--- config.mk ---
export PLATFORM = sky130hd
export DESIGN_NAME = fapm_lane
export DESIGN_NICKNAME = d
export VERILOG_FILES = /design/src/four_axis_incremental_pid_mixer_macros.svh /design/src/fapm_pkg.sv /design/src/fapm_lane.sv
export SDC_FILE = /design/constraint.sdc
export NUM_CORES = 2
export LEC_CHECK = 0
export BUFFER_PORTS_ARGS = -buffer_cell sky130_fd_sc_hd__buf_2
export CAP_MARGIN = 20
export CORE_MARGIN = 2
export CORE_UTILIZATION = 50
export DETAILED_ROUTE_END_ITERATION = 6
export GPL_ROUTABILITY_DRIVEN = 0
export PLACE_DENSITY_LB_ADDON = 0.08
export SLEW_MARGIN = 20
export SYNTH_ARGS = -nofsm -noshare
export SYNTH_HDL_FRONTEND = slang
export SYNTH_SLANG_ARGS = --single-unit
export TNS_END_PERCENT = 20
--- constraint.sdc ---
create_clock -name clk_i -period 21.1 [get_ports clk_i]
set_input_delay 4.22 -clock clk_i [delete_from_list [all_inputs] [get_ports clk_i]]
set_output_delay 4.22 -clock clk_i [all_outputs]
set_load 0.02 [all_outputs]
--- src/four_axis_incremental_pid_mixer_macros.svh ---
// ----------------------------------------------------------------------------
// Assertion macros for the four-axis incremental PID mixer
// Concurrent checks that compile away when SYNTHESIS is defined.
// ----------------------------------------------------------------------------
`ifndef FOUR_AXIS_INCREMENTAL_PID_MIXER_MACROS_SVH
`define FOUR_AXIS_INCREMENTAL_PID_MIXER_MACROS_SVH
`ifndef SYNTHESIS
// Property holds at every clock edge outside reset.
`define FAPM_ASSERT(lbl, clk, rst_n, prop, msg) \
  lbl: assert property (@(posedge clk) disable iff (!rst_n) (prop)) else $error(msg);
// Consequent holds in the cycle after the antecedent.
`define FAPM_ASSERT_NEXT(lbl, clk, rst_n, ante, cons, msg) \
  lbl: assert property (@(posedge clk) disable iff (!rst_n) (ante) |=> (cons)) \
    else $error(msg);
`else
`define FAPM_ASSERT(lbl, clk, rst_n, prop, msg)
`define FAPM_ASSERT_NEXT(lbl, clk, rst_n, ante, cons, msg)
`endif
`endif

--- src/fapm_pkg.sv ---
// ----------------------------------------------------------------------------
// fapm_pkg
// Types, widths and helpers shared by the PID lanes, the mixer and the top.
// ----------------------------------------------------------------------------
package fapm_pkg;

  localparam int DATA_W   = 16;
  localparam int GAIN_W   = 16;
  localparam int NUM_AXES = 4;
  localparam int CFG_W    = GAIN_W * NUM_AXES;
  localparam int CFG_IDX_W = 2;

  // Product widths: gain times error change, second difference and error.
  localparam int DERR_W = DATA_W + 1;
  localparam int SDIF_W = DATA_W + 3;
  localparam int PP_W   = GAIN_W + DERR_W;
  localparam int PV_W   = GAIN_W + SDIF_W;
  localparam int PI_W   = GAIN_W + DATA_W;
  localparam int ACC_W  = PV_W + 2;

  typedef logic signed [DATA_W-1:0] data_t;
  typedef logic signed [GAIN_W-1:0] gain_t;
  typedef data_t [NUM_AXES-1:0]     axes_data_t;

  typedef enum logic [CFG_IDX_W-1:0] {
    REG_PROP_GAINS  = 2'd0,
    REG_DERIV_GAINS = 2'd1,
    REG_INTEG_GAINS = 2'd2
  } cfg_reg_e;

  localparam logic [CFG_W-1:0] PROP_GAINS_RST  = 64'd1125908496910488;
  localparam logic [CFG_W-1:0] DERIV_GAINS_RST = 64'd1125908496908290;
  localparam logic [CFG_W-1:0] INTEG_GAINS_RST = 64'd1125908496908290;

  // Pipeline stage loads handed to each lane.
  typedef struct packed {
    logic prod_load;
    logic acc_load;
  } lane_ctrl_t;

  localparam logic signed [ACC_W-1:0] DATA_MAX =
    ACC_W'((64'sd1 <<< (DATA_W - 1)) - 64'sd1);
  localparam logic signed [ACC_W-1:0] DATA_MIN = -DATA_MAX - ACC_W'(1);

  // Clamp a wide signed value to the signed data range.
  function automatic data_t sat_data(input logic signed [ACC_W-1:0] v);
    data_t r;
    if (v > DATA_MAX) begin
      r = DATA_MAX[DATA_W-1:0];
    end else if (v < DATA_MIN) begin
      r = DATA_MIN[DATA_W-1:0];
    end else begin
      r = v[DATA_W-1:0];
    end
    return r;
  endfunction

endpackage

--- src/fapm_lane.sv ---
// ----------------------------------------------------------------------------
// fapm_lane
// One axis of the velocity-form PID: products in the first stage, saturating
// accumulator update in the second.
// ----------------------------------------------------------------------------
module fapm_lane (
  input  logic               clk_i,
  input  logic               rst_ni,
  input  fapm_pkg::lane_ctrl_t ctrl_i,
  input  fapm_pkg::data_t    position_i,
  input  fapm_pkg::data_t    reference_i,
  input  fapm_pkg::gain_t    kp_i,
  input  fapm_pkg::gain_t    kv_i,
  input  fapm_pkg::gain_t    ki_i,
  output fapm_pkg::data_t    action_o
);
  import fapm_pkg::*;

  data_t prev_err_q, pos_d1_q, pos_d2_q, acc_q;
  data_t err;
  logic signed [DERR_W-1:0] err_delta;
  logic signed [SDIF_W-1:0] sec_diff;
  logic signed [PP_W-1:0]   prod_p_d, prod_p_q;
  logic signed [PV_W-1:0]   prod_v_d, prod_v_q;
  logic signed [PI_W-1:0]   prod_i_d, prod_i_q;
  logic signed [ACC_W-1:0]  acc_sum;
  data_t acc_d;

  always_comb begin
    err       = sat_data(ACC_W'(reference_i) - ACC_W'(position_i));
    err_delta = DERR_W'(err) - DERR_W'(prev_err_q);
    sec_diff  = SDIF_W'(position_i) - (SDIF_W'(pos_d1_q) <<< 1) + SDIF_W'(pos_d2_q);
    prod_p_d  = PP_W'(kp_i) * PP_W'(err_delta);
    prod_v_d  = PV_W'(kv_i) * PV_W'(sec_diff);
    prod_i_d  = PI_W'(ki_i) * PI_W'(err);
  end

  // The error and position history advance with each accepted word.
  always_ff @(posedge clk_i or negedge rst_ni) begin
    if (!rst_ni) begin
      prev_err_q <= '0;
      pos_d1_q   <= '0;
      pos_d2_q   <= '0;
    end else if (ctrl_i.prod_load) begin
      prev_err_q <= err;
      pos_d1_q   <= position_i;
      pos_d2_q   <= pos_d1_q;
    end
  end

  always_ff @(posedge clk_i) begin
    if (ctrl_i.prod_load) begin
      prod_p_q <= prod_p_d;
      prod_v_q <= prod_v_d;
      prod_i_q <= prod_i_d;
    end
  end

  always_comb begin
    acc_sum = ACC_W'(acc_q) + ACC_W'(prod_p_q) + ACC_W'(prod_v_q) + ACC_W'(prod_i_q);
    acc_d   = sat_data(acc_sum);
  end

  always_ff @(posedge clk_i or negedge rst_ni) begin
    if (!rst_ni) begin
      acc_q <= '0;
    end else if (ctrl_i.acc_load) begin
      acc_q <= acc_d;
    end
  end

  assign action_o = acc_q;

endmodule

==> qor.csv <==
metric,value,unit
outcome,"complete, no violations",
slew_violations,0,
setup-tns-final,0,ns
synth_nets,5895,
via_per_inst,5.31,
synthAdderAreaFrac,53.1,%
synth_top_family_by_area,adder cells,
final_nets,5898,
ys_seq_elements,164,
cts_sinks,164,
muxShareOfSynthArea,0.877,%
area_delta_synth_final,5.54,%
yosys.area_share.simple,14.8,%
maxSlewHeadroom,29.7,%
hold_path_depth,1,
grt_overflow_total,0,
cp-start-kind,primary input,
synth_area_per_cell,9.49,um^2
synth-compound-area-share,7.04,%
drt_pass1_iterations,5,
postRouteAntennaNets,0,
synth-edff-count,100,
slowest_delay,0.66,ns
hold_end,prev_err_q[2]$_DFFE_PN0P_,
async_reset_ff_share,39.0,%
post_cts_resized,0,
grt_usage,26.1,%
r2r_end,prod_v_q[33]$_DFFE_PP_,
drv_cap,0,
r2r_start,pos_d1_q[1]$_DFFE_PN0P_,
cts_made_buffers,17,
start_util,50.5,%
dpl_cell_area,0.0448,mm^2
clk_path_buf_depth,2,
final-hold-violation-count,0,
die-area,0.0886,mm^2
grt_max_degree,75,
post_cts_buffers,0,
stdcell_area,0.0455,mm^2
crit_arrival,17.19,ns
grt_setup_unrepaired,false,
rows,107,
post_synth_xor_area_fraction,3.54,%
cp_slowest_cell,a2111oi_0,
routed_wl,109000,um
clockRootBuffer,clkbuf_16,
insertion_delay,0.50,ns
worst_pin_slew,1.04,ns
seq_area_frac_synth,10.7,%
htreeDepth,4,
synth_warnings,0,
synthCells,4540,
synthesis.area,0.0431,mm^2
min_period_over_period,80.4,%
cts_tree,built,
hold_path.class,register to register,
skew,0.0120,ns
synthFlopType,edfxtp_1,
dieHeight,298,um
grt_pass1_vias,32500,
grt_pass1_wl,179000,um
crit_fanout,18,
dp_hpwl,90500,um
num_vias,30200,
required,21.34,ns
fp.dieW,298,um
fmaxAchievable,59.0,MHz
end_kind,register,
drive_gt1_share,6.10,%
route.detailed.drc,0,
antenna_found_initial,2,
path_class,primary input to register,
port_buffers,99,
clk_pin_slew,0.07,ns
wl_per_cell,19.1,um
setup_viol,0,
reg2reg_slack,10.68,ns
ys_types,86,
cp_common_cell,inv_1,
design.core.area,0.0853,mm^2
fin_crit,16.96,ns
reg2regPathDepth,36,
hp-start,prev_err_q[2]$_DFFE_PN0P_,
num_io_pins,100,
drt_iter0_markers,1716,
ctsHoldBuffers,0,
## cell usage in the layout (no fill, tap or decap), types with 11 or more instances in the layout
master	Yosys	routed
o2111ai_1	11	11
o21a_1	20	20
a21o_1	52	52
ha_1	340	340
xnor2_1	138	137
xor2_1	33	33
inv_1	962	962
o21ai_0	86	85
nand2b_1	60	60
o21bai_1	24	24
buf_2	7	97
o211ai_1	13	13
or3_1	14	14
and2_1	259	259
edfxtp_1	100	100
a211oi_1	20	18
mux2_2	30	30
fa_1	931	931
nand4_1	27	27
nor2b_1	44	44
and3_1	38	38
nand3_1	53	53
nand2_1	564	564
nor3_1	39	38
dfrtp_1	64	64
a31oi_1	13	12
clkbuf_16	0	17
a21oi_1	125	125
or2_2	26	26
buf_4	4	54
nor2_1	153	150
## registers in the layout, summed over array words and instances, names as in the netlist
| signal | flops |
|---|---|
| prod_i_q | 32 |
| prod_p_q | 33 |
| pos_d2_q | 16 |
| action_o | 16 |
| pos_d1_q | 16 |
| prev_err_q | 16 |
| prod_v_q | 35 |
## worst max-delay path: cells and delay by family
family,cells,cell delay [ns]
AOI/OAI and AO/OA,24,6.25
xor gates and xnor gates,1,0.17
adders and majority gates,10,4.28
buffers and inverters,11,1.07
and+or+nand+nor,6,1.17
## through the flow
stage	cells	worst slack [ns]	hold slack [ns]	util (%)
3_3_place_gp	5668	4.08	0.489	52.6
6_report	5701	4.14	0.511	53.3
5_1_grt	5700	3.30	0.530	53.3
2_1_floorplan	4540	5.59	0.481	-
3_5_place_dp	5668	3.82	0.496	52.6
4_1_cts	5700	4.34	0.512	53.3
## Yosys cell counts (7+ instances only)
cell	number	area, um^2
inv_1	962	3610
fa_1	931	18600
nand2_1	564	2120
ha_1	340	4250
and2_1	259	1620
nor2_1	153	574
clkbuf_1	146	548
xnor2_1	138	1210
a21oi_1	125	626
edfxtp_1	100	3000
o21ai_0	86	430
dfrtp_1	64	1600
nand2b_1	60	375
nand3_1	53	265
a21o_1	52	390
nor2b_1	44	275
nor3_1	39	195
and3_1	38	238
xor2_1	33	289
mux2_2	30	338
nand4_1	27	169
or2_2	26	163
o21bai_1	24	180
a211oi_1	20	150
o21a_1	20	150
or3_1	14	87.6
a31oi_1	13	81.3
o211ai_1	13	97.6
o2111ai_1	11	96.3
o21ai_1	10	50.1
buf_1	9	33.8
a31o_2	8	70.1
a2111oi_0	7	61.3
a211o_1	7	61.3
buf_2	7	35.0
## worst max path at each step
stage | startpoint | end | slack (ns) | cells after the start
after floorplan | position_i[1] | prod_p_q[32]$_DFFE_PP_ | 5.59 | 51
after global placement | position_i[1] | prod_p_q[32]$_DFFE_PP_ | 4.08 | 52
after detailed placement | position_i[1] | prod_p_q[32]$_DFFE_PP_ | 3.82 | 52
after CTS | position_i[1] | prod_p_q[32]$_DFFE_PP_ | 4.34 | 52
after global routing | position_i[1] | prod_p_q[32]$_DFFE_PP_ | 3.30 | 52
final | position_i[1] | prod_p_q[32]$_DFFE_PP_ | 4.14 | 52
## kinds of logic after synthesis
| kind of cell | count (synthesis) |
|---|---|
| buffers and inverters | 1130 |
| AND/OR/NAND/NOR | 1312 |
| flip-flops | 164 |
| AO/OA/AOI/OAI | 457 |
| XOR/XNOR | 172 |
| adder cells (fa/ha/maj) | 1271 |
| multiplexers | 34 |
## metal layers
layer	track usage, %	part of all wire [%]	up-vias
met1	36.3	45	15500
met2	43.8	49	730
met3	3.61	5.1	98
met5	0	0.011	-
li1	-	-	13900
met4	5.12	1.5	2
## cell type report
cell class,count,area [um^2]
timing repair buffer,152,902
clock buffer,17,425
tap,1144,1430
clock inverter,15,219
inverter,962,3610
multi-input combinational,3246,34300
antenna,1,2.50
sequential,164,4600
fill,7936,39800
Power is left out: the tool's default activity adds up to more than one toggle a clock period on the data nets, which glitch-free logic cannot reach.
