==> src/four_axis_incremental_pid_mixer_macros.svh <==
// ----------------------------------------------------------------------------
// Assertion macros for the four-axis incremental PID mixer
// Concurrent checks that compile away when SYNTHESIS is defined.
// ----------------------------------------------------------------------------
`ifndef FOUR_AXIS_INCREMENTAL_PID_MIXER_MACROS_SVH
`define FOUR_AXIS_INCREMENTAL_PID_MIXER_MACROS_SVH
`ifndef SYNTHESIS
// Property holds at every clock edge outside reset.
`define FAPM_ASSERT(lbl, clk, rst_n, prop, msg) \
  lbl: assert property (@(posedge clk) disable iff (!rst_n) (prop)) else $error(msg);
// Consequent holds in the cycle after the antecedent.
`define FAPM_ASSERT_NEXT(lbl, clk, rst_n, ante, cons, msg) \
  lbl: assert property (@(posedge clk) disable iff (!rst_n) (ante) |=> (cons)) \
    else $error(msg);
`else
`define FAPM_ASSERT(lbl, clk, rst_n, prop, msg)
`define FAPM_ASSERT_NEXT(lbl, clk, rst_n, ante, cons, msg)
`endif
`endif

==> src/fapm_pkg.sv <==
// ----------------------------------------------------------------------------
// fapm_pkg
// Types, widths and helpers shared by the PID lanes, the mixer and the top.
// ----------------------------------------------------------------------------
package fapm_pkg;

  localparam int DATA_W   = 16;
  localparam int GAIN_W   = 16;
  localparam int NUM_AXES = 4;
  localparam int CFG_W    = GAIN_W * NUM_AXES;
  localparam int CFG_IDX_W = 2;

  // Product widths: gain times error change, second difference and error.
  localparam int DERR_W = DATA_W + 1;
  localparam int SDIF_W = DATA_W + 3;
  localparam int PP_W   = GAIN_W + DERR_W;
  localparam int PV_W   = GAIN_W + SDIF_W;
  localparam int PI_W   = GAIN_W + DATA_W;
  localparam int ACC_W  = PV_W + 2;

  typedef logic signed [DATA_W-1:0] data_t;
  typedef logic signed [GAIN_W-1:0] gain_t;
  typedef data_t [NUM_AXES-1:0]     axes_data_t;

  typedef enum logic [CFG_IDX_W-1:0] {
    REG_PROP_GAINS  = 2'd0,
    REG_DERIV_GAINS = 2'd1,
    REG_INTEG_GAINS = 2'd2
  } cfg_reg_e;

  localparam logic [CFG_W-1:0] PROP_GAINS_RST  = 64'd1125908496910488;
  localparam logic [CFG_W-1:0] DERIV_GAINS_RST = 64'd1125908496908290;
  localparam logic [CFG_W-1:0] INTEG_GAINS_RST = 64'd1125908496908290;

  // Pipeline stage loads handed to each lane.
  typedef struct packed {
    logic prod_load;
    logic acc_load;
  } lane_ctrl_t;

  localparam logic signed [ACC_W-1:0] DATA_MAX =
    ACC_W'((64'sd1 <<< (DATA_W - 1)) - 64'sd1);
  localparam logic signed [ACC_W-1:0] DATA_MIN = -DATA_MAX - ACC_W'(1);

  // Clamp a wide signed value to the signed data range.
  function automatic data_t sat_data(input logic signed [ACC_W-1:0] v);
    data_t r;
    if (v > DATA_MAX) begin
      r = DATA_MAX[DATA_W-1:0];
    end else if (v < DATA_MIN) begin
      r = DATA_MIN[DATA_W-1:0];
    end else begin
      r = v[DATA_W-1:0];
    end
    return r;
  endfunction

endpackage

==> src/fapm_mix.sv <==
// ----------------------------------------------------------------------------
// fapm_mix
// Quad mixer: quarters the four axis actions and forms the motor duties
// in the output register.
// ----------------------------------------------------------------------------
module fapm_mix (
  input  logic                 clk_i,
  input  logic                 load_i,
  input  fapm_pkg::axes_data_t action_i,
  output fapm_pkg::axes_data_t duty_o
);
  import fapm_pkg::*;

  axes_data_t q;
  axes_data_t duty_d, duty_q;

  // Four quartered actions always fit the data range, so no clamp is needed.
  always_comb begin
    for (int i = 0; i < NUM_AXES; i++) begin
      q[i] = action_i[i] >>> 2;
    end
    duty_d[0] =  q[0] + q[1] + q[2] + q[3];
    duty_d[1] =  q[0] - q[1] - q[2] + q[3];
    duty_d[2] = -q[0] - q[1] + q[2] + q[3];
    duty_d[3] = -q[0] + q[1] - q[2] + q[3];
  end

  always_ff @(posedge clk_i) begin
    if (load_i) begin
      duty_q <= duty_d;
    end
  end

  assign duty_o = duty_q;

endmodule

==> config.mk <==
export PLATFORM = sky130hd
export DESIGN_NAME = fapm_mix
export DESIGN_NICKNAME = d
export VERILOG_FILES = /design/src/four_axis_incremental_pid_mixer_macros.svh /design/src/fapm_pkg.sv /design/src/fapm_mix.sv
export SDC_FILE = /design/constraint.sdc
export NUM_CORES = 1
export LEC_CHECK = 0
export BUFFER_PORTS_ARGS = -buffer_cell sky130_fd_sc_hd__buf_2
export CAP_MARGIN = 0
export CORE_MARGIN = 1.5
export CORE_UTILIZATION = 50
export CTS_CLUSTER_SIZE = 24
export DETAILED_ROUTE_END_ITERATION = 12
export PLACE_DENSITY = 0.72
export RECOVER_POWER = 25
export SKIP_CTS_REPAIR_TIMING = 1
export SLEW_MARGIN = 20
export SYNTH_ARGS = -nofsm -noshare
export SYNTH_HDL_FRONTEND = slang
export SYNTH_SLANG_ARGS = --single-unit
==> constraint.sdc <==
create_clock -name clk_i -period 7.7 [get_ports clk_i]
set_input_delay 0 -clock clk_i [delete_from_list [all_inputs] [get_ports clk_i]]
set_output_delay 0 -clock clk_i [all_outputs]
set_load 0.01 [all_outputs]
==> results of run 1 <==
metal layers:
metal	GRT usage, %	vias up
met5	0	-
met4	6.15	4
met3	5.10	25
met2	36.6	135
met1	25.0	2571
li1	-	2565
placed cells by master (no fill, tap or decap), types with 3 or more instances in the layout:
cell	instances
o211ai_1	3
a31oi_1	3
fa_1	116
inv_1	195
ha_1	65
clkbuf_16	9
nand2_1	7
nand3_1	9
edfxtp_1	64
nor3_1	13
clkbuf_1	8
o21a_1	9
nand4_1	5
xnor2_1	55
clkinv_1	3
buf_2	116
nor2_1	29
o31ai_1	5
xor2_1	11
o21bai_1	6
o21ai_0	10
a21o_1	11
nand2b_1	5
or3_1	4
a21oi_1	42
a211oi_1	6
nor2b_1	10
or2_2	3
cell families after synthesis:
family / share of synthesized area, %
mux: 0.131
compound gates: 9.20
xor+xnor: 7.55
buf+inv: 9.66
flops: 25.1
simple gates: 7.37
fa+ha+maj: 41.0
through the flow:
| stage | setup WS, ns | utilization, % | instances | hold WS, ns |
|---|---|---|---|---|
| 6_report | 3.87 | 58.0 | 1048 | 0.0756 |
| 5_1_grt | 3.78 | 58.0 | 1046 | 0.0781 |
| 4_1_cts | 3.94 | 58.0 | 1045 | -0.0270 |
| 3_5_place_dp | 3.59 | 56.3 | 1029 | 0.326 |
| 3_3_place_gp | 3.64 | 56.3 | 1029 | 0.320 |
| 2_1_floorplan | 4.10 | - | 721 | 0.112 |
power by group:
part / switching (mW) / internal, mW
clock: 0.145 / 0.214
sequential: 0.0394 / 0.632
combinational: 0.797 / 0.626
total: 0.982 / 1.47
worst paths after layout:
kind / cells after the start / slack [ns] / from / to
max: 12 / 3.87 / action_i[7] / duty_o[61]
min: 2 / 0.08 / action_i[18] / duty_o[48]
layout make-up:
type	instances	area share, %
inverter	195	8.36
multi-input combinational	460	57.0
clock buffer	11	2.66
sequential	64	21.9
timing repair buffer	123	7.00
clock inverter	5	0.272
antenna	2	0.0572
tap	188	2.69
==> results.sh, run 1 <==
export IMPL_dieHeight_um=127
export IMPL_tightest_slew_ns=3.54
export IMPL_timing_fmax_ghz=0.261
export IMPL_syn_cell_area_um2=7650
export IMPL_pwr_density_cell_nw_per_um2=280
export IMPL_min_period_over_period_pct=49.7
export IMPL_slew_viol_final=65
export IMPL_critPathKind="primary input to flip-flop"
export IMPL_cts_tree="yes"
export IMPL_ir_drop_mv=0.174
export IMPL_worstPathMaxFanout=5
export IMPL_rows=45
export IMPL_grt_overflow_total=0
export IMPL_post_synth_top_count_cell="inv_1"
export IMPL_h_tree_depth=3
export IMPL_synth_edf_count=64
export IMPL_multi_input_area_um2=4990
export IMPL_synthArstFlopShare_pct=0
export IMPL_post_dp_cell_area_um2=8490
export IMPL_via_count=5300
export IMPL_hold_viol=0
export IMPL_gp_congestion=0.867
export IMPL_ys_ff_latch=64
export IMPL_routed_via_density=5.06
export IMPL_coreArea_um2=15100
export IMPL_synth_area_per_cell_um2=10.6
export IMPL_io_pin_count=130
export IMPL_fin_area_um2=8760
export IMPL_grt_pass1_wl_um=25200
export IMPL_io_buffers=121
export IMPL_start_kind="primary input"
export IMPL_status="finished with violations"
export IMPL_arrival_ns=3.95
export IMPL_drt_iter0_markers=264
export IMPL_period_minus_slack_ns=3.83
export IMPL_first_pass_iters=5
export IMPL_cpPeakStageDelay_ns=0.57
export IMPL_ys_seq_area_share_pct=25.1
export IMPL_violations="capacitance limit, slew limit"
export IMPL_wl_met2_um=8080
export IMPL_yosysTopAreaCellShare_pct=30.3
export IMPL_crit_family="simple AND/OR/NAND/NOR gates"
export IMPL_drc=0
export IMPL_clockRootBuffer="clkbuf_16"
export IMPL_cts_buffers_inserted=9
export IMPL_top_layer="met5"
export IMPL_grt_use_total_pct=20.7
export IMPL_p_leak_nw=4.20
export IMPL_cp_num_buf_inv=1
export IMPL_path_cells="buf_2 -> or4_4 -> or4_1 -> nor3_1 -> xnor2_1 -> fa_1 -> ha_1 -> a21o_1 -> or3_1 -> o211ai_1 -> or4b_1 -> o311ai_0"
export IMPL_yosys_top_cells_area="fa_1 (30%), edfxtp_1 (25%), ha_1 (11%), inv_1 (9.6%), xnor2_1 (6.3%)"
export IMPL_dp_hpwl_um=13300
export IMPL_drv_cap=1
export IMPL_syn_to_final_growth_pct=14.4
export IMPL_layout_drive_gt1_share_pct=16.0
export IMPL_netlist_top_cell_by_area="fa_1"
export IMPL_cts_sinks=64
export IMPL_nFillCells=1320
export IMPL_clockBufferDepth=2
export IMPL_clk_pin_slew_ns=0.05
export IMPL_die_w_um=127
export IMPL_hold_path_class="primary input to flip-flop"
export IMPL_grt_max_degree=65
export IMPL_antenna_found_initial=4
export IMPL_route_detailed_wl_per_inst_um=14.9
export IMPL_netlist_top_cells_count="inv_1 (195), fa_1 (116), ha_1 (65), edfxtp_1 (64), xnor2_1 (55)"
export IMPL_end_kind="flip-flop"
export IMPL_dieArea_um2=16100
export IMPL_finalSetupViolations=0
export IMPL_grt_setup_unrepaired="no"
export IMPL_antenna_left=0
export IMPL_start_util_pct=50.7
export IMPL_fin_tns_setup_ns=0
export IMPL_critPathSlowestCell="or4_4"
export IMPL_met1_length_um=6420
export IMPL_synth_flop_cell="edfxtp_1"
export IMPL_grt_pass1_vias=5195
export IMPL_routed_wl_um=15700
export IMPL_crit_required_ns=7.82
export IMPL_synth_nets=968
export IMPL_synth_warnings=0
export IMPL_timing_slew_headroom_pct=-136
export IMPL_synth_cell_type_count=50
export IMPL_wl_met3_um=866
export IMPL_syn_inst=721
export IMPL_largest_reg_flops=64
export IMPL_power_mw=2.45
export IMPL_seqCellArea_um2=1920
export IMPL_nets=1100
No activity file was read; power rests on OpenSTA's default activity.
==> run 2, diff against run 1 <==
- clock period: 7.7 -> 3.9 ns (I/O delays scaled with it)
==> run 2 against run 1 <==
  * The flow now finishes without violations
  * Sequential power grew 98%
  * Clock-buffer cell count shrank 1
  * Global-route usage grew 1.0 points
  * Final cell count grew 0.86%
  * Largest cell class unchanged
==> results.sh, run 2 (same netlist as run 1, synthesis figures left out) <==
export IMPL_routed_via_density=5.07
export IMPL_timing_fmax_ghz=0.281
export IMPL_cts_sinks=64
export IMPL_route_detailed_wl_per_inst_um=15.5
export IMPL_fin_tns_setup_ns=0
export IMPL_min_period_over_period_pct=91.3
export IMPL_p_leak_nw=4.22
export IMPL_via_count=5363
export IMPL_pwr_share_clk_pct=17.4
export IMPL_dp_hpwl_um=14000
export IMPL_gp_congestion=0.897
export IMPL_clockBufferDepth=2
export IMPL_end_kind="flip-flop"
export IMPL_routed_wl_um=16400
export IMPL_period_minus_slack_ns=3.56
export IMPL_ir_drop_mv=0.368
export IMPL_clockRootBuffer="clkbuf_16"
export IMPL_hold_viol=0
export IMPL_worstPathMaxFanout=8
export IMPL_pwr_density_cell_nw_per_um2=567
export IMPL_io_buffers=121
export IMPL_mostFrequentLayoutCells="inv_1 (195), fa_1 (116), buf_2 (96)"
export IMPL_critPathKind="primary input to flip-flop"
export IMPL_p_int_mw=3.04
export IMPL_h_tree_depth=3
export IMPL_arrival_ns=3.61
export IMPL_largest_reg_flops=64
export IMPL_finalSetupViolations=0
export IMPL_start_kind="primary input"
export IMPL_grt_setup_unrepaired="no"
export IMPL_rows=45
export IMPL_crit_required_ns=3.95
export IMPL_clk_pin_slew_ns=0.06
export IMPL_grt_max_degree=41
export IMPL_dieArea_um2=16100
export IMPL_comb_power_share_pct=56.1
export IMPL_io_pin_count=130
export IMPL_post_dp_cell_area_um2=8570
export IMPL_antenna_found_initial=2
export IMPL_status="complete, no violations"
export IMPL_cts_tree="yes"
export IMPL_hold_path_class="primary input to flip-flop"
export IMPL_first_pass_iters=5
export IMPL_slew_viol_final=0
export IMPL_drv_cap=0
export IMPL_grt_pass1_wl_um=26200
export IMPL_drc=0
export IMPL_grt_overflow_total=0
export IMPL_nets=1110
export IMPL_die_w_um=127
export IMPL_grt_use_total_pct=21.7
export IMPL_syn_to_final_growth_pct=15.8
export IMPL_grt_pass1_vias=5494
export IMPL_switching_share_pct=39.5
export IMPL_dieHeight_um=127
export IMPL_cts_buffers_inserted=9
export IMPL_seqPwrFrac_pct=26.5
export IMPL_utilization_pct=58.7
export IMPL_switching_power_mw=1.99
export IMPL_fin_area_um2=8860
export IMPL_tightest_slew_ns=1.48
export IMPL_coreArea_um2=15100
export IMPL_layout_drive_gt1_share_pct=15.0
export IMPL_final_common_cell="inv_1"
export IMPL_antenna_left=0
export IMPL_start_util_pct=50.7
export IMPL_timing_slew_headroom_pct=1.01
export IMPL_drt_iter0_markers=198
==> run 2: cell count changes in the layout (fill, tap and decap cells not counted) <==
cell | previous run | this run
buf_2 | 116 | 96
clkinv_4 | 0 | 1
clkinv_1 | 3 | 2
clkbuf_1 | 8 | 26
bufinv_16 | 0 | 2
clkinv_2 | 1 | 0
buf_4 | 0 | 11
diode_2 | 2 | 1
==> run 2: per-stage QoR <==
step / instances / power (mW) / setup slack (ns) / hold slack [ns]
after floorplan: 721 / 3.34 / 0.297 / 0.112
after global placement: 1039 / 4.15 / 0.0665 / 0.325
after detailed placement: 1039 / 4.20 / 0.00403 / 0.316
after CTS: 1055 / 5.11 / 0.354 / -0.0451
after global routing: 1056 / 5.44 / 0.127 / 0.0356
final: 1057 / 5.03 / 0.338 / 0.0329
==> run 2: cell type report <==
| type | count | area [µm²] |
|---|---|---|
| sequential | 64 | 1920 |
| tap | 188 | 235 |
| inverter | 195 | 732 |
| antenna | 1 | 2.50 |
| timing repair buffer | 133 | 667 |
| clock inverter | 6 | 83.8 |
| multi-input combinational | 460 | 4990 |
| clock buffer | 10 | 229 |
| fill | 1343 | 6230 |
==> run 2: worst paths after layout <==
kind        start    endpoint  slack (ns)  cells past startpoint
max   action_i[7]  duty_o[60]        0.34                     12
min   action_i[3]  duty_o[16]        0.03                      2
==> run 2: worst max-delay path: stages <==
cell and delay (ns):
buf_2 0.11, or4_4 0.57, or4_1 0.51, buf_4 0.19
nor2_1 0.19, xnor2_1 0.26, fa_1 0.49, ha_1 0.43
inv_1 0.14, and3_1 0.16, a2111oi_0 0.34, o311ai_0 0.23
==> run 2: power by group through the flow <==
stage / registers (mW) / logic, mW / clock network [mW]
finish: 1.33 / 2.82 / 0.872
global route: 1.37 / 3.16 / 0.912
CTS: 1.33 / 2.88 / 0.891
detailed placement: 1.34 / 2.86 / 0
global placement: 1.34 / 2.81 / 0
floorplan: 1.52 / 1.82 / 0
==> run 2: metal layers <==
metal,vias up,track usage [%],part of all wire (%)
met5,-,0,0.061
met4,2,9.63,3.1
met3,33,4.72,5.3
met2,149,38.2,51
met1,2602,25.5,41
li1,2577,-,-
